File: src/sv/imhq_pkg.sv
`default_nettype none
package imhq_pkg;

  localparam int unsigned NODES  = 1024;
  localparam int unsigned IDX_W  = 10;
  localparam int unsigned CNT_W  = 11;
  localparam int unsigned COST_W = 32;

  // action codes
  localparam logic [2:0] ACT_INSERT = 3'd0;
  localparam logic [2:0] ACT_REMOVE = 3'd1;
  localparam logic [2:0] ACT_LOWER  = 3'd2;
  localparam logic [2:0] ACT_RESET  = 3'd3;
  localparam logic [2:0] ACT_QUERY  = 3'd4;

  // node marks
  localparam logic [1:0] MARK_NEW    = 2'd0;
  localparam logic [1:0] MARK_QUEUED = 2'd1;
  localparam logic [1:0] MARK_DONE   = 2'd2;

  typedef struct packed {
    logic [IDX_W-1:0]         node;
    logic signed [COST_W-1:0] cost;
  } hent_t;

  typedef struct packed {
    logic [1:0]       mark;
    logic [IDX_W-1:0] slot;
  } info_t;

  typedef enum logic [3:0] {
    OP_NONE, OP_LOAD, OP_LOOK, OP_INS, OP_REM, OP_REMLAST, OP_LOW, OP_REFUSE,
    OP_RST, OP_UP_RD, OP_UP_CMP, OP_PLACE, OP_DN_L, OP_DN_R, OP_DN_CMP, OP_CLR
  } op_e;

  typedef enum logic [3:0] {
    ST_CLR_BOOT, ST_IDLE, ST_LOOK, ST_DEC, ST_REM2, ST_UP_RD, ST_UP_CMP, ST_PLACE,
    ST_DN_L, ST_DN_R, ST_DN_CMP, ST_CLR_ACT, ST_FIN
  } state_e;

  typedef struct packed {
    op_e  op;
    logic fin;
  } cmd_t;

  typedef struct packed {
    logic [2:0] act;
    logic       ins_ok;
    logic       rem_ok;
    logic       rem_last;
    logic       low_ok;
    logic       k_zero;
    logic       up_move;
    logic       l_in;
    logic       dn_move;
    logic       clr_last;
    logic       out_free;
  } stat_t;

endpackage
`default_nettype wire

File: src/sv/imhq_ctrl.sv
`default_nettype none
module imhq_ctrl (
  input  wire                  clk_i,
  input  wire                  rst_ni,
  input  wire                  in_valid_i,
  output logic                 in_ready_o,
  input  wire imhq_pkg::stat_t stat_i,
  output imhq_pkg::cmd_t       cmd_o
);

  imhq_pkg::state_e state_q, state_d;

  always_ff @(posedge clk_i or negedge rst_ni) begin
    if (!rst_ni) state_q <= imhq_pkg::ST_CLR_BOOT;
    else         state_q <= state_d;
  end

  // sequencing
  always_comb begin
    state_d    = state_q;
    cmd_o.op   = imhq_pkg::OP_NONE;
    cmd_o.fin  = 1'b0;
    in_ready_o = 1'b0;
    case (state_q)
      imhq_pkg::ST_CLR_BOOT: begin
        cmd_o.op = imhq_pkg::OP_CLR;
        if (stat_i.clr_last) state_d = imhq_pkg::ST_IDLE;
      end
      imhq_pkg::ST_IDLE: begin
        in_ready_o = 1'b1;
        if (in_valid_i) begin
          cmd_o.op = imhq_pkg::OP_LOAD;
          state_d  = imhq_pkg::ST_LOOK;
        end
      end
      imhq_pkg::ST_LOOK: begin
        cmd_o.op = imhq_pkg::OP_LOOK;
        state_d  = imhq_pkg::ST_DEC;
      end
      imhq_pkg::ST_DEC: begin
        cmd_o.op = imhq_pkg::OP_REFUSE;
        state_d  = imhq_pkg::ST_FIN;
        if (stat_i.act == imhq_pkg::ACT_INSERT && stat_i.ins_ok) begin
          cmd_o.op = imhq_pkg::OP_INS;
          state_d  = imhq_pkg::ST_UP_RD;
        end else if (stat_i.act == imhq_pkg::ACT_REMOVE && stat_i.rem_ok) begin
          cmd_o.op = imhq_pkg::OP_REM;
          state_d  = stat_i.rem_last ? imhq_pkg::ST_FIN : imhq_pkg::ST_REM2;
        end else if (stat_i.act == imhq_pkg::ACT_LOWER && stat_i.low_ok) begin
          cmd_o.op = imhq_pkg::OP_LOW;
          state_d  = imhq_pkg::ST_UP_RD;
        end else if (stat_i.act == imhq_pkg::ACT_RESET) begin
          cmd_o.op = imhq_pkg::OP_RST;
          state_d  = imhq_pkg::ST_CLR_ACT;
        end
      end
      imhq_pkg::ST_REM2: begin
        cmd_o.op = imhq_pkg::OP_REMLAST;
        state_d  = imhq_pkg::ST_DN_L;
      end
      imhq_pkg::ST_UP_RD: begin
        if (stat_i.k_zero) begin
          state_d = imhq_pkg::ST_PLACE;
        end else begin
          cmd_o.op = imhq_pkg::OP_UP_RD;
          state_d  = imhq_pkg::ST_UP_CMP;
        end
      end
      imhq_pkg::ST_UP_CMP: begin
        cmd_o.op = imhq_pkg::OP_UP_CMP;
        state_d  = stat_i.up_move ? imhq_pkg::ST_UP_RD : imhq_pkg::ST_PLACE;
      end
      imhq_pkg::ST_PLACE: begin
        cmd_o.op = imhq_pkg::OP_PLACE;
        state_d  = imhq_pkg::ST_FIN;
      end
      imhq_pkg::ST_DN_L: begin
        if (stat_i.l_in) begin
          cmd_o.op = imhq_pkg::OP_DN_L;
          state_d  = imhq_pkg::ST_DN_R;
        end else begin
          state_d = imhq_pkg::ST_PLACE;
        end
      end
      imhq_pkg::ST_DN_R: begin
        cmd_o.op = imhq_pkg::OP_DN_R;
        state_d  = imhq_pkg::ST_DN_CMP;
      end
      imhq_pkg::ST_DN_CMP: begin
        cmd_o.op = imhq_pkg::OP_DN_CMP;
        state_d  = stat_i.dn_move ? imhq_pkg::ST_DN_L : imhq_pkg::ST_PLACE;
      end
      imhq_pkg::ST_CLR_ACT: begin
        cmd_o.op = imhq_pkg::OP_CLR;
        if (stat_i.clr_last) state_d = imhq_pkg::ST_FIN;
      end
      imhq_pkg::ST_FIN: begin
        if (stat_i.out_free) begin
          cmd_o.fin = 1'b1;
          state_d   = imhq_pkg::ST_IDLE;
        end
      end
      default: state_d = imhq_pkg::ST_IDLE;
    endcase
  end

endmodule
`default_nettype wire

File: config.mk
export PLATFORM = sky130hd
export DESIGN_NAME = imhq_ctrl
export DESIGN_NICKNAME = d
export VERILOG_FILES = /design/src/sv/imhq_pkg.sv /design/src/sv/imhq_ctrl.sv
export SDC_FILE = /design/constraint.sdc
export NUM_CORES = 1
export LEC_CHECK = 0
export BUFFER_PORTS_ARGS = -buffer_cell sky130_fd_sc_hd__buf_2
export CAP_MARGIN = 20
export CELL_PAD_IN_SITES_DETAIL_PLACEMENT = 1
export CELL_PAD_IN_SITES_GLOBAL_PLACEMENT = 2
export CORE_UTILIZATION = 26
export DETAILED_ROUTE_END_ITERATION = 10
export PLACE_DENSITY_LB_ADDON = 0.1
export SKIP_CTS_REPAIR_TIMING = 1
export SYNTH_ARGS = -nofsm -noshare
export SYNTH_HDL_FRONTEND = slang
export SYNTH_SLANG_ARGS = --single-unit
File: constraint.sdc
create_clock -name clk_i -period 2.24 [get_ports clk_i]
set_clock_uncertainty 0.05 [all_clocks]
set_input_delay 0.448 -clock clk_i [delete_from_list [all_inputs] [get_ports clk_i]]
set_output_delay 0.448 -clock clk_i [all_outputs]
set_load 0.01 [all_outputs]
==> results.py <==
metrics = {
    "critical_path": {
        "cp_common_cell": "buf_2",
        "r2r_end": "state_q[3]",
        "crit_chain": "buf_2, nor4b_1, o21a_1, o211ai_1, o311ai_1, buf_2",
        "rrSetupSlack_ps": 400,
        "critPathKind": "primary input to output pin",
        "critPathLaunchType": "primary input",
        "cp_max_fo": 7,
        "end_kind": "output pin",
        "worst_ep_required_time_ps": 1740,
        "slowest_delay_ps": 510,
        "reg2reg_from": "state_q[2]",
        "crit_slowest_cell": "nor4b_1",
        "reg2reg_depth": 4,
        "worst_ep_arrival_time_ps": 1620,
    },
    "global_routing": {
        "grt_first_pass_wirelength_um": 3530,
        "first_global_vias": 738,
        "grt_use_total_pct": 17.3,
        "grt_start_max_net_pins": 24,
        "grt_overflow": 0,
        "antenna_found_initial": 0,
    },
    "synth": {
        "synthCells": 91,
        "synth-edff-count": 0,
        "seq_area_frac_synth_pct": 15.2,
        "synth-seq-cells": 4,
        "ys_warn_count": 0,
        "synthesis.area_um2": 657,
        "yosysUniqueCellTypes": 43,
        "yosys_most_used_dff": "dfrtp_1",
        "synth-async-reset-ratio_pct": 100,
        "post_synth.cell_area_avg_um2": 7.22,
        "syn_nets": 107,
    },
    "cts": {
        "insertion_delay_ps": 240,
        "ctsHtreeMaxLevel": 1,
        "cts_buffers": 3,
        "path_clk_slew_ps": 40,
        "clock_path_buffers": 2,
        "cts_tree": "done",
        "cts-root-buf": "clkbuf_4",
        "clock-sinks": 4,
    },
    "route": {
        "routed_via_density": 5.76,
        "antenna_left": 0,
        "route.vias.total": 807,
        "drtPass1Iterations": 4,
        "routed_wl_um": 2110,
        "routedWlPerCell_um": 15.1,
        "drt_iter0_markers": 18,
        "drc": 0,
    },
    "finish": {
        "finalNonFillerCells": 140,
        "layout_commonest_cell": "buf_2",
        "insertedDiodeCount": 0,
        "nFillCells": 289,
        "reg.largest.list": "state_q (4)",
        "drive_gt1_share_pct": 31.3,
        "regArea_um2": 103,
        "layout_common_cells": "buf_2, a21oi_1, nand2_1",
        "areaGrowthSynthToFinish_pct": 26.9,
        "largest_reg_flops": 4,
        "multi_input_area_um2": 505,
        "largest_register": "state_q",
        "nets": 130,
    },
    "sta": {
        "setup_viol": 0,
        "tightestPinTransition_ps": 518,
        "period_share_pct": 94.4,
        "finalMaxSlewViolations": 0,
        "max_freq_mhz": 473,
        "fin_crit_ps": 2110,
        "rsz0062_at_grt": "false",
        "slew_headroom_pct": 64.9,
        "hold_viol_final": 0,
        "final.setup.tns_ps": 0,
    },
    "floorplanning": {
        "start_util_pct": 28.6,
        "die_x_um": 52.3,
        "rows": 17,
        "dieHeight_um": 52.3,
        "core_area_um2": 2300,
        "boundaryPins": 22,
        "die_area_um2": 2730,
    },
    "status": {
        "status": "finished, final reports clean",
    },
    "power_and_ir_drop": {
        "ir_drop_mv": 0.675,
        "power_w": 0.00113,
        "cellLeakagePower_nw": 0.345,
        "power_density_nw_per_um2": 1360,
    },
    "placement": {
        "gp_congestion": 0.835,
        "port_buffers": 21,
        "dp_cells": 136,
        "hpwl_um": 1620,
    },
    "job": {
        "maxCapViolations": 0,
    },
    "min_path": {
        "hold_end": "state_q[2]",
        "holdPathStages": 2,
        "min_from": "stat_i[0]",
        "holdCritPathClass": "primary input to register",
    },
}
==> cell type report <==
class                           instances  area share (%)
Timing Repair Buffer                   27            18.3
Multi-Input combinational cell         74            60.7
Clock buffer                            3            2.70
Inverter                                4            1.80
Tap cell                               28            4.20
Sequential cell                         4            12.3
==> critical path, delay by kind of cell <==
family	cells	cell delay, ps
buffers and inverters	2	310
AOI/OAI and AO/OA	3	350
and+or+nand+nor	1	510
==> cell usage after synthesis, drive strengths merged, types with 2 or more instances <==
cell type	count	area, um2
dfrtp	4	100
nand3	2	10.0
nor4bb	2	20.0
clkbuf	6	22.5
nor3	2	10.0
a21oi	7	35.0
o21a	2	15.0
a221o	2	20.0
o311ai	2	17.5
inv	4	15.0
buf	3	13.8
o31ai	2	15.0
o221ai	2	17.5
nand2b	4	25.0
o2bb2ai	2	23.8
nor4b	3	26.3
o21ai	9	45.0
and3b	3	26.3
nor2	5	18.8
nand2	6	22.5
==> through the flow <==
step / instance area [um2] / hold slack, ps / utilization (%) / worst slack, ps
4_1_cts: 821 / -49.5 / 35.7 / 88.9
2_1_floorplan: 657 / 102 / - / 339
3_5_place_dp: 798 / 209 / 34.7 / 132
3_3_place_gp: 798 / 203 / 34.7 / 158
5_1_grt: 833 / 379 / 36.3 / 12.6
6_report: 833 / 384 / 36.3 / 125
==> how the worst max path moves through the flow <==
| stage | startpoint | end | slack [ps] | cells after the start |
|---|---|---|---|---|
| after floorplan | state_q[0] | cmd_o[4] | 340 | 6 |
| after global routing | stat_i[11] | cmd_o[1] | 10 | 6 |
| after global placement | stat_i[11] | cmd_o[1] | 160 | 6 |
| final | stat_i[11] | cmd_o[1] | 130 | 6 |
| after CTS | state_q[0] | cmd_o[3] | 90 | 5 |
| after detailed placement | stat_i[11] | cmd_o[1] | 130 | 6 |
==> cells by family after synthesis <==
family | Yosys count | synth area share [%]
and+or+nand+nor | 35 | 33.1
muxes | 1 | 1.71
buffers and inverters | 13 | 7.81
DFF | 4 | 15.2
AOI/OAI and AO/OA | 38 | 42.1
==> power by group <==
part           internal (W)  leakage, nW  switching (W)
clock network     0.0000602       0.0138      0.0000339
registers          0.000113       0.0475      0.0000799
logic              0.000390        0.284       0.000454
==> routing by layer <==
layer | up-vias | part of all wire (%) | track usage, %
met5 | - | 0 | 0
met4 | 0 | 0.52 | 2.63
met3 | 2 | 3.4 | 2.90
met2 | 13 | 45 | 27.8
met1 | 390 | 51 | 24.3
li1 | 402 | - | -
(Power assumes the default switching activity.)
